## config.mk

```make
export PLATFORM = sky130hd
export DESIGN_NAME = udp_probe_frame_builder
export DESIGN_NICKNAME = d
export VERILOG_FILES = /design/src/rtl/upfb_pkg.sv /design/src/rtl/upfb_csum.sv /design/src/rtl/upfb_ser.sv /design/src/rtl/udp_probe_frame_builder.sv
export SDC_FILE = /design/constraint.sdc
export NUM_CORES = 1
export LEC_CHECK = 0
export ABC_CLOCK_PERIOD_IN_PS = 7900
export BUFFER_PORTS_ARGS = -buffer_cell sky130_fd_sc_hd__buf_2
export CORE_MARGIN = 2
export CORE_UTILIZATION = 46
export DETAILED_ROUTE_END_ITERATION = 8
export HOLD_SLACK_MARGIN = 0.1
export SLEW_MARGIN = 20
export SYNTH_ARGS = -nofsm -noshare
export SYNTH_HDL_FRONTEND = slang
export SYNTH_SLANG_ARGS = --single-unit
```

## constraint.sdc

```tcl
create_clock -name aclk -period 7.9 [get_ports aclk]
set_input_delay 1.185 -clock aclk [delete_from_list [all_inputs] [get_ports aclk]]
set_output_delay 1.185 -clock aclk [all_outputs]
set_load 0.02 [all_outputs]
```

## src/rtl/upfb_pkg.sv

```systemverilog
// Types, constants and the frame byte map of the UDP probe frame builder.
`timescale 1ns / 1ps

package upfb_pkg;

    localparam int FRAME_BYTES = 47;
    localparam int IDX_W       = $clog2(FRAME_BYTES);
    localparam logic [IDX_W-1:0] LAST_IDX = IDX_W'(FRAME_BYTES - 1);

    localparam int CFG_W     = 48;
    localparam int CFG_IDX_W = 1;
    localparam logic [CFG_IDX_W-1:0] REG_SOURCE_MAC = 1'b0;
    localparam logic [CFG_IDX_W-1:0] REG_SOURCE_IP  = 1'b1;

    // Sum of the fixed IPv4 header words: 0x4500 + 33 + 42 + 0 + 0xff11
    localparam logic [16:0] CSUM_CONST = 17'h1445c;

    localparam logic [15:0] ETH_TYPE_IPV4 = 16'h0800;
    localparam logic [15:0] PROBE_SRC_PORT = 16'd4242;

    typedef struct packed {
        logic [31:0] dest_ip;
        logic [15:0] dest_port;
    } upfb_in_t;

    typedef struct packed {
        logic [7:0] frame_byte;
        logic       last_byte;
    } upfb_out_t;

    typedef struct packed {
        logic [31:0] dest_ip;
        logic [15:0] dest_port;
        logic [15:0] csum;
    } upfb_hdr_t;

    function automatic logic [7:0] frame_byte_at(
        input logic [IDX_W-1:0] idx,
        input logic [47:0]      mac,
        input logic [31:0]      sip,
        input upfb_hdr_t        hdr
    );
        logic [7:0] b;
        b = 8'h00;
        unique case (idx)
            6'd0, 6'd1, 6'd2, 6'd3, 6'd4, 6'd5: b = 8'hff;
            6'd6:  b = mac[47:40];
            6'd7:  b = mac[39:32];
            6'd8:  b = mac[31:24];
            6'd9:  b = mac[23:16];
            6'd10: b = mac[15:8];
            6'd11: b = mac[7:0];
            6'd12: b = ETH_TYPE_IPV4[15:8];
            6'd13: b = ETH_TYPE_IPV4[7:0];
            6'd14: b = 8'h45;
            6'd17: b = 8'd33;
            6'd19: b = 8'd42;
            6'd22: b = 8'd255;
            6'd23: b = 8'd17;
            6'd24: b = hdr.csum[15:8];
            6'd25: b = hdr.csum[7:0];
            6'd26: b = sip[31:24];
            6'd27: b = sip[23:16];
            6'd28: b = sip[15:8];
            6'd29: b = sip[7:0];
            6'd30: b = hdr.dest_ip[31:24];
            6'd31: b = hdr.dest_ip[23:16];
            6'd32: b = hdr.dest_ip[15:8];
            6'd33: b = hdr.dest_ip[7:0];
            6'd34: b = PROBE_SRC_PORT[15:8];
            6'd35: b = PROBE_SRC_PORT[7:0];
            6'd36: b = hdr.dest_port[15:8];
            6'd37: b = hdr.dest_port[7:0];
            6'd39: b = 8'd13;
            6'd42: b = 8'h41;
            6'd43: b = 8'h42;
            6'd44: b = 8'h43;
            6'd45: b = 8'h44;
            default: b = 8'h00;
        endcase
        return b;
    endfunction

endpackage

```

## src/rtl/upfb_csum.sv

```systemverilog
// Three-stage IPv4 header checksum pipeline.
`timescale 1ns / 1ps

module upfb_csum (
    input  logic              aclk,
    input  logic              aresetn,
    input  logic [31:0]       source_ip,
    input  logic              in_valid,
    output logic              in_ready,
    input  upfb_pkg::upfb_in_t  in_data,
    output logic              hdr_valid,
    input  logic              hdr_ready,
    output upfb_pkg::upfb_hdr_t hdr
);
    import upfb_pkg::*;

    logic        v1_reg, v2_reg, v3_reg;
    logic        rdy1, rdy2, rdy3;
    upfb_in_t    d1_reg, d2_reg;
    upfb_hdr_t   d3_reg;
    logic [17:0] s1_reg;
    logic [16:0] f2_reg;
    logic [18:0] s2;
    logic [16:0] f2_next;
    logic [15:0] csum_next;

    assign rdy3     = !v3_reg || hdr_ready;
    assign rdy2     = !v2_reg || rdy3;
    assign rdy1     = !v1_reg || rdy2;
    assign in_ready = rdy1;

    // Add the fixed words, then fold the carries once
    assign s2      = {1'b0, s1_reg} + {2'b00, CSUM_CONST};
    assign f2_next = {1'b0, s2[15:0]} + {14'b0, s2[18:16]};
    // Second fold cannot carry out again
    assign csum_next = ~(f2_reg[15:0] + {15'b0, f2_reg[16]});

    always_ff @(posedge aclk) begin
        if (!aresetn) begin
            v1_reg <= 1'b0;
            v2_reg <= 1'b0;
            v3_reg <= 1'b0;
        end else begin
            if (rdy1) v1_reg <= in_valid;
            if (rdy2) v2_reg <= v1_reg;
            if (rdy3) v3_reg <= v2_reg;
        end
    end

    always_ff @(posedge aclk) begin
        if (rdy1 && in_valid) begin
            d1_reg <= in_data;
            s1_reg <= {2'b00, source_ip[31:16]} + {2'b00, source_ip[15:0]}
                    + {2'b00, in_data.dest_ip[31:16]} + {2'b00, in_data.dest_ip[15:0]};
        end
        if (rdy2 && v1_reg) begin
            d2_reg <= d1_reg;
            f2_reg <= f2_next;
        end
        if (rdy3 && v2_reg) begin
            d3_reg.dest_ip   <= d2_reg.dest_ip;
            d3_reg.dest_port <= d2_reg.dest_port;
            d3_reg.csum      <= csum_next;
        end
    end

    assign hdr_valid = v3_reg;
    assign hdr       = d3_reg;

endmodule

```

## src/rtl/upfb_ser.sv

```systemverilog
// Frame serializer: one header in, 47 bytes out through a registered output.
`timescale 1ns / 1ps

module upfb_ser (
    input  logic                aclk,
    input  logic                aresetn,
    input  logic [47:0]         source_mac,
    input  logic [31:0]         source_ip,
    input  logic                hdr_valid,
    output logic                hdr_ready,
    input  upfb_pkg::upfb_hdr_t hdr,
    output logic                m_valid,
    input  logic                m_ready,
    output upfb_pkg::upfb_out_t m_data
);
    import upfb_pkg::*;

    logic             busy_reg, busy_next;
    logic [IDX_W-1:0] cnt_reg, cnt_next;
    upfb_hdr_t        hdr_reg, hdr_next;
    logic             m_valid_reg, m_valid_next;
    upfb_out_t        m_data_reg, m_data_next;
    logic             out_load;
    logic             last;

    assign out_load  = !m_valid_reg || m_ready;
    assign last      = (cnt_reg == LAST_IDX);
    // Take the next header in the cycle the last byte moves to the output
    assign hdr_ready = !busy_reg || (out_load && last);

    always_comb begin
        busy_next    = busy_reg;
        cnt_next     = cnt_reg;
        hdr_next     = hdr_reg;
        m_valid_next = m_valid_reg && !m_ready;
        m_data_next  = m_data_reg;
        if (busy_reg && out_load) begin
            m_valid_next           = 1'b1;
            m_data_next.frame_byte = frame_byte_at(cnt_reg, source_mac, source_ip, hdr_reg);
            m_data_next.last_byte  = last;
            cnt_next               = cnt_reg + 1'b1;
            if (last) begin
                busy_next = 1'b0;
            end
        end
        if (hdr_valid && hdr_ready) begin
            busy_next = 1'b1;
            cnt_next  = '0;
            hdr_next  = hdr;
        end
    end

    always_ff @(posedge aclk) begin
        if (!aresetn) begin
            busy_reg    <= 1'b0;
            cnt_reg     <= '0;
            m_valid_reg <= 1'b0;
        end else begin
            busy_reg    <= busy_next;
            cnt_reg     <= cnt_next;
            m_valid_reg <= m_valid_next;
        end
    end

    always_ff @(posedge aclk) begin
        hdr_reg    <= hdr_next;
        m_data_reg <= m_data_next;
    end

    assign m_valid = m_valid_reg;
    assign m_data  = m_data_reg;

endmodule

```

## src/rtl/udp_probe_frame_builder.sv

```systemverilog
// UDP probe frame builder: top level with configuration registers.
`timescale 1ns / 1ps

// Each accepted request (dest_ip, dest_port) produces one 47-byte Ethernet/IPv4/UDP
// frame on m_data, one byte per word, with last_byte set on the 47th. The byte-wide
// serializer output limits the request rate: it takes a new header only as the last
// byte of the previous frame moves to the output, and with m_ready held high the
// bytes of consecutive frames follow without gaps. A request passes a
// three-stage header checksum pipeline before serialization, and further
// requests wait in that pipeline while a frame is going out. source_mac (index 0)
// and source_ip (index 1) are written through cfg_we/cfg_index/cfg_wdata and must
// only change while no frame is pending; both reset to zero.
module udp_probe_frame_builder (
    input  logic                                aclk,
    input  logic                                aresetn,
    input  logic                                s_valid,
    output logic                                s_ready,
    input  upfb_pkg::upfb_in_t                  s_data,
    output logic                                m_valid,
    input  logic                                m_ready,
    output upfb_pkg::upfb_out_t                 m_data,
    input  logic                                cfg_we,
    input  logic [upfb_pkg::CFG_IDX_W-1:0]      cfg_index,
    input  logic [upfb_pkg::CFG_W-1:0]          cfg_wdata
);
    import upfb_pkg::*;

    logic [47:0] source_mac_reg;
    logic [31:0] source_ip_reg;
    logic        hdr_valid;
    logic        hdr_ready;
    upfb_hdr_t   hdr;

    always_ff @(posedge aclk) begin
        if (!aresetn) begin
            source_mac_reg <= '0;
            source_ip_reg  <= '0;
        end else if (cfg_we) begin
            unique case (cfg_index)
                REG_SOURCE_MAC: source_mac_reg <= cfg_wdata[47:0];
                REG_SOURCE_IP:  source_ip_reg  <= cfg_wdata[31:0];
                default: ;
            endcase
        end
    end

    upfb_csum u_csum (
        .aclk      (aclk),
        .aresetn   (aresetn),
        .source_ip (source_ip_reg),
        .in_valid  (s_valid),
        .in_ready  (s_ready),
        .in_data   (s_data),
        .hdr_valid (hdr_valid),
        .hdr_ready (hdr_ready),
        .hdr       (hdr)
    );

    upfb_ser u_ser (
        .aclk       (aclk),
        .aresetn    (aresetn),
        .source_mac (source_mac_reg),
        .source_ip  (source_ip_reg),
        .hdr_valid  (hdr_valid),
        .hdr_ready  (hdr_ready),
        .hdr        (hdr),
        .m_valid    (m_valid),
        .m_ready    (m_ready),
        .m_data     (m_data)
    );

endmodule

```

==> results of run 1 <==
## layer usage
layer  up-vias  global-route usage  wire, µm
met5         -                   0         0
met1      4859               0.308     17200
li1       4740                   -         -
met3        73              0.0369      2400
met2       331               0.367     18300
met4         0              0.0748      1300
## cells in the mapped netlist (19+ instances only)
master	n
dfxtp_1	91
ha_1	42
clkbuf_1	53
edfxtp_1	268
o21ai_0	20
fa_1	19
a21oi_1	32
a21boi_0	82
a22oi_1	30
nand2_1	198
xor2_1	38
inv_1	81
nand4_1	19
xnor2_1	29
nand3_1	19
nor2_1	45
## worst paths after layout
kind / start / to / cells past startpoint
worst min register to register: u_csum.hdr[59] / u_ser.hdr_reg[59] / 0
worst max-delay path: source_ip_reg[0] / u_csum.s1_reg[14] / 15
worst max register to register: source_ip_reg[0] / u_csum.s1_reg[14] / 15
worst min-delay path: u_csum.hdr[59] / u_ser.hdr_reg[59] / 0
## critical path: stages, from the launching register on
cell      delay, ns
dfxtp_1        0.32
ha_1           0.23
fa_1           0.41
a21o_1         0.17
a21oi_1        0.25
o21ai_0        0.20
a311oi_1       0.59
xor2_1         0.16
fa_1           0.51
inv_1          0.05
ha_1           0.38
and3_1         0.22
a21o_1         0.21
o21ai_0        0.15
nand2_1        0.08
xor2_1         0.14
## kinds of logic (layout without fill, tap and decap cells)
family                     count (synthesis)  after routing  share of synthesized area
and+or+nand+nor                          361            361                      0.107
muxes                                      3              3                    0.00193
DFF                                      359            359                      0.634
buffers and inverters                    142            274                     0.0344
xor gates and xnor gates                  67             67                     0.0377
AOI/OAI and AO/OA                        266            266                      0.126
adders and majority gates                 61             61                     0.0582
## power by group
part	switching, mW	internal [mW]
Clock	0.714	1.03
Sequential	0.0907	2.17
Combinational	0.334	0.233
## area by class of cell
cell class / instances / area, µm² / share of cell area
repair buffers: 121 / 628 / 0.0353
multi-input cells: 758 / 5200 / 0.292
well taps: 448 / 561 / 0.0315
flip-flops and latches: 359 / 9870 / 0.555
inverters: 81 / 304 / 0.0171
clock inverters: 21 / 189 / 0.0106
clock buffers: 51 / 1040 / 0.0586
## placed cells by master, fill, tap and decap left out, types with 6 or more instances in the layout
master	n
a22o_1	11
a21oi_1	32
buf_4	9
o21a_1	14
xor2_1	38
fa_1	19
edfxtp_1	268
nand4_1	19
nor2b_1	14
nor2_1	45
dfxtp_1	91
clkinv_1	9
xnor2_1	29
nand2_1	198
a21boi_0	81
inv_1	81
and3_1	16
a21o_1	12
ha_1	42
nand2b_1	6
o21ai_0	20
nand3_1	19
and2_1	14
clkbuf_16	40
buf_2	112
a22oi_1	30
a32oi_1	6
a221oi_1	16
clkbuf_1	11
==> out/qor.yml, run 1 <==
outcome: "complete, no violations"
drc: 0
min_path_type: "flip-flop to flip-flop"
worstSkewPairLatency_ns: 0.53
wirelength_um: 39300
seq_area_frac_synth: 0.634
stdcell_count: 1839
dpl_cell_area_mm2: 0.0166
cp.arrival_ns: 4.59
cts_resized: 0
crit_fanout: 8
pin_count: 113
drv_cap: 0
power_density_mw_per_mm2: 257
ant_nets: 0
grt_pass1_wl_um: 59300
n_fill_cell: 2906
grt_start_max_net_pins: 87
avgSynthCellArea_um2: 12.4
yosys_register_bits: 359
synth_top_area_frac: 0.517
dpl.cell_count: 1767
period_share: 0.548
htree_levels: 2
cts.sinks: 359
finalSetupTns_ns: 0
p_total_mw: 4.58
placementRows: 67
worst_slack_ns: 3.57
drtIter0Drc: 826
syn_inst: 1259
ctsLongestPathBuffers: 3
rsz0062_at_grt: "false"
whs_ns: 0.403
max_freq_mhz: 231
synth_edf_count: 268
antenna_found_initial: 0
netlist_area_mm2: 0.0156
cts_inserted_buffers: 39
final_nets: 1523
crit_required_ns: 8.16
root_buffer: "clkbuf_16"
worst-setup-path-type: "flip-flop to flip-flop"
postCtsSetupBuffers: 0
async_flop_share: 0
yosys-top-cells-area: "edfxtp_1 (52%), dfxtp_1 (12%), nand2_1 (4.8%)"
worstMarginPinSlew_ns: 1.08
avgViaCountPerCell: 5.44
max-slew-margin-rel: 0.278
finish.utilization: 0.532
synthesis.nets: 1422
io_buffers: 112
ctsHoldBuffers: 0
post-place-ws_ns: 3.58
r2r_setup_slack_ns: 3.57
overflow: 0
period_minus_slack_ns: 4.33
cp-end-kind: "flip-flop"
core-area_mm2: 0.0334
design_area_mm2: 0.0178
vias: 10000
cts_tree: "built"
skew_ns: 0.0161
leakage_nw: 6.60
startpoint_type: "flip-flop"
ys.flop_type: "edfxtp_1"
area_delta_synth_final_pct: 14.3
synth_warnings: 0
gp_congestion: 0.933
die_h_um: 188
die_x_um: 188
drive_gt1_frac: 0.137
firstDrtPassIters: 5
hpwl_um: 28200
grt_pass1_vias: 9824
path_clk_slew_ns: 0.06
vdd_drop_max_mv: 0.157
diodes: 0
initial_core_util: 0.465
timing_hold_violations_final: 0
slew_viol_final: 0
ys_types: 67
wire_per_inst_um: 21.3
dieArea_mm2: 0.0353
grt_use_total: 0.225
yosysTopAreaCell: "edfxtp_1"
setup_violations: 0
(Power assumes the default switching activity.)
==> run 2, diff against run 1 <==
--- a/config.mk
+++ b/config.mk
@@ -5,12 +5,14 @@
 export SDC_FILE = /design/constraint.sdc
 export NUM_CORES = 1
 export LEC_CHECK = 0
-export ABC_CLOCK_PERIOD_IN_PS = 7900
+export ABC_AREA = 1
+export ABC_CLOCK_PERIOD_IN_PS = 3500
 export BUFFER_PORTS_ARGS = -buffer_cell sky130_fd_sc_hd__buf_2
 export CORE_MARGIN = 2
 export CORE_UTILIZATION = 46
 export DETAILED_ROUTE_END_ITERATION = 8
 export HOLD_SLACK_MARGIN = 0.1
+export PLACE_DENSITY = 0.66
 export SLEW_MARGIN = 20
 export SYNTH_ARGS = -nofsm -noshare
 export SYNTH_HDL_FRONTEND = slang
==> constraint.sdc (replaced) <==
create_clock -name aclk -period 3.5 [get_ports aclk]
set_input_delay 0.525 -clock aclk [delete_from_list [all_inputs] [get_ports aclk]]
set_output_delay 0.525 -clock aclk [all_outputs]
set_load 0.02 [all_outputs]
==> run 2 against run 1 <==
Compared with the run above:
- sequential share of layout area shrank 2.7 points
- area after synthesis grew 0.90%
- final area grew 5.2%
- non-clock buffer count grew 34
- fmax grew 26%
- combinational power grew to 3.8 times the previous value
- first-iteration DRC count grew 5.8%
- flip-flop and latch count is the same
- clock skew shrank 0.0048 ns
- critical path type unchanged
- largest power group unchanged
==> out/qor.yml, run 2 <==
path_clk_slew_ns: 0.06  # about the same
max_freq_mhz: 292  # was 231 MHz
r2r-start: "source_ip_reg[22]"  # was source_ip_reg[0]
drive_gt1_frac: 0.197  # was 0.137
drv_cap: 0  # unchanged
dpl.cell_count: 2046  # was 1,767
seq_area_frac_synth: 0.629  # was 0.634
worstMarginPinSlew_ns: 1.03  # was 1.08 ns
rsz0062_at_grt: "true"  # was false
die_h_um: 189  # was 188 µm
ctsLongestPathBuffers: 3  # unchanged
min_path_type: "primary input to flip-flop"  # was flip-flop to flip-flop
avgViaCountPerCell: 5.09  # was 5.44
critPathLaunch: "source_ip_reg[22]"  # was source_ip_reg[0]
period_minus_slack_ns: 3.43  # was 4.33 ns
drtIter0Drc: 874  # was 826
ant_nets: 0  # unchanged
ys_types: 49  # was 67
dpl_cell_area_mm2: 0.0171  # was 0.0166 mm²
hold_path_startpoint: "s_data[1]"  # was u_csum.hdr[59]
worstSkewPairLatency_ns: 0.54  # was 0.53 ns
yosysMostFrequentCell: "edfxtp_1"  # unchanged
finish.utilization: 0.557  # was 0.532
netlist_area_mm2: 0.0157  # was 0.0156 mm²
r2r_cells: 13  # was 15
firstDrtPassIters: 8  # was 5
area_delta_synth_final_pct: 19.2  # was 14.3%
skew_ns: 0.0112  # was 0.0161 ns
initial_core_util: 0.467  # was 0.465
n_fill_cell: 2879  # was 2,906
p_total_mw: 11.4  # was 4.58 mW
internal_power_mw: 8.30  # was 3.44 mW
hpwl_um: 27000  # was 28,200 µm
yosysTopAreaCell: "edfxtp_1"  # unchanged
pin_count: 113  # unchanged
whs_ns: 0.162  # was 0.403 ns
crit_slowest_cell: "fa_1"  # was a311oi_1
switchingPower_mw: 3.14  # was 1.14 mW
wire_per_inst_um: 17.5  # was 21.3 µm
timing_hold_violations_final: 0  # unchanged
cts_tree: "built"  # unchanged
crit_fanout: 4  # was 8
synth_common_cells: "edfxtp_1 (268), nand2_1 (255), nor2_1 (200), inv_1 (146), o21ai_0 (94)"  # was edfxtp_1 (268), nand2_1 (198), dfxtp_1 (91), a21boi_0 (82), inv_1 (81)
cp-end-kind: "flip-flop"  # unchanged
outcome: "complete, no violations"  # unchanged
antenna_found_initial: 0  # unchanged
finalSetupTns_ns: 0  # unchanged
worst-setup-path-type: "flip-flop to flip-flop"  # unchanged
die_x_um: 189  # was 188 µm
grt_pass1_wl_um: 57000  # was 59,300 µm
root_buffer: "clkbuf_16"  # unchanged
synth_top_area_frac: 0.513  # was 0.517
synth_warnings: 0  # unchanged
worst_slack_ns: 0.0695  # was 3.57 ns
synthesis.nets: 1632  # was 1,422
pwr-share-clk: 0.357  # was 0.381
async_flop_share: 0  # unchanged
ys.flop_type: "edfxtp_1"  # unchanged
swShare: 0.274  # was 0.249
grt_start_max_net_pins: 67  # was 87
seqPwrFrac: 0.455  # was 0.495
crit_chain: "ha_1 > nand2_1 > o21ai_2 > a21oi_2 > xor2_2 > fa_1 > inv_1 > ha_1 > a21o_1 > a21oi_1 > o211a_1 > nand2_1 > xor2_1"  # was ha_1 > fa_1 > a21o_1 > a21oi_1 > o21ai_0 > a311oi_1 > xor2_1 > fa_1 > inv_1 > ha_1 > and3_1 > a21o_1 > o21ai_0 > nand2_1 > xor2_1
synth_edf_count: 268  # unchanged
syn_inst: 1469  # was 1,259
stdcell_count: 2116  # was 1,839
leakage_nw: 7.54  # was 6.60 nW
io_buffers: 112  # unchanged
comb_power_share: 0.188  # was 0.124
cpPeakStageDelay_ns: 0.49  # was 0.59 ns
avgSynthCellArea_um2: 10.7  # was 12.4 µm²
gp_congestion: 0.944  # was 0.933
grt_pass1_vias: 10300  # was 9,824
diodes: 0  # unchanged
drc: 0  # unchanged
core-area_mm2: 0.0336  # was 0.0334 mm²
vdd_drop_max_mv: 0.419  # was 0.157 mV
final_nets: 1803  # was 1,523
startpoint_type: "flip-flop"  # unchanged
ctsHoldBuffers: 0  # unchanged
final_cell_mix: "edfxtp_1 (268), nand2_1 (249), nor2_1 (198)"  # was edfxtp_1 (268), nand2_1 (198), buf_2 (112)
whs_path_depth: 1  # was 0
final_common_cell: "edfxtp_1"  # unchanged
slew_viol_final: 0  # unchanged
crit_required_ns: 3.78  # was 8.16 ns
wirelength_um: 37100  # was 39,300 µm
setup_violations: 0  # unchanged
cp.arrival_ns: 3.71  # was 4.59 ns
design_area_mm2: 0.0187  # was 0.0178 mm²
cts.sinks: 359  # unchanged
period_share: 0.980  # was 0.548
power_density_mw_per_mm2: 611  # was 257 mW/mm²
max-slew-margin-rel: 0.313  # was 0.278
overflow: 0  # unchanged
placementRows: 67  # unchanged
yosys-top-cells-area: "edfxtp_1 (51%), dfxtp_1 (12%), nand2_1 (6.1%)"  # was edfxtp_1 (52%), dfxtp_1 (12%), nand2_1 (4.8%)
grt_use_total: 0.210  # was 0.225
yosys_register_bits: 359  # unchanged
htree_levels: 2  # unchanged
cts_inserted_buffers: 39  # unchanged
dieArea_mm2: 0.0356  # was 0.0353 mm²
post-place-ws_ns: -0.193  # was 3.58 ns
vias: 10800  # was 10,000
## run 2: power groups by stage
stage          clock network (mW)  logic [mW]  registers, mW
2_1_floorplan                   0        1.39           5.23
3_3_place_gp                    0        1.96           5.28
3_5_place_dp                    0        1.98           5.29
4_1_cts                      4.17        2.04           5.20
5_1_grt                      4.34        2.43           5.24
6_report                     4.08        2.15           5.21
## run 2: layout make-up
| cell class | count | area (µm²) | share of cell area |
|---|---|---|---|
| sequential | 359 | 9880 | 0.528 |
| multi-input combinational | 926 | 5470 | 0.292 |
| clock buffer | 57 | 1130 | 0.0602 |
| timing repair buffer | 155 | 937 | 0.0501 |
| inverter | 159 | 597 | 0.0319 |
| tap | 448 | 561 | 0.0299 |
| clock inverter | 12 | 158 | 0.00842 |
## run 2: per-layer routing
metal	wire length, µm	vias to the layer above	global-route usage
li1	-	5305	-
met1	16800	5008	0.295
met2	16400	373	0.323
met3	2560	80	0.0354
met4	1270	0	0.0886
met5	0	-	0
## run 2: critical path, delay by kind of cell (launching register included)
| family | cells | cell delay, ns |
|---|---|---|
| buffers and inverters | 1 | 0.05 |
| DFF | 1 | 0.36 |
| and+or+nand+nor | 2 | 0.20 |
| xor gates and xnor gates | 2 | 0.35 |
| AOI/OAI and AO/OA | 5 | 0.92 |
| adders and majority gates | 3 | 1.30 |
## run 2: repair_timing
item,4_1_cts,5_1_grt
hold endpoints to repair,0,0
setup buffers,0,1
gates cloned,0,0
gates resized for setup,16,59
pin swaps,4,24
endpoints found under the setup margin,7,12
## run 2: worst paths after layout
path | endpoint | slack [ns]
worst min-delay path | u_csum.d1_reg[1] | 0.16
worst max-delay path | u_csum.s1_reg[16] | 0.07
worst max register to register | u_csum.s1_reg[16] | 0.07
worst min register to register | u_csum.d2_reg[26] | 0.41
## run 2: logic make-up after synthesis
kind of cell,share of synthesized area
adder cells (fa/ha/maj),0.0577
AND/OR/NAND/NOR,0.168
AO/OA/AOI/OAI,0.0684
XOR/XNOR,0.0328
buffers and inverters,0.0441
flip-flops,0.629
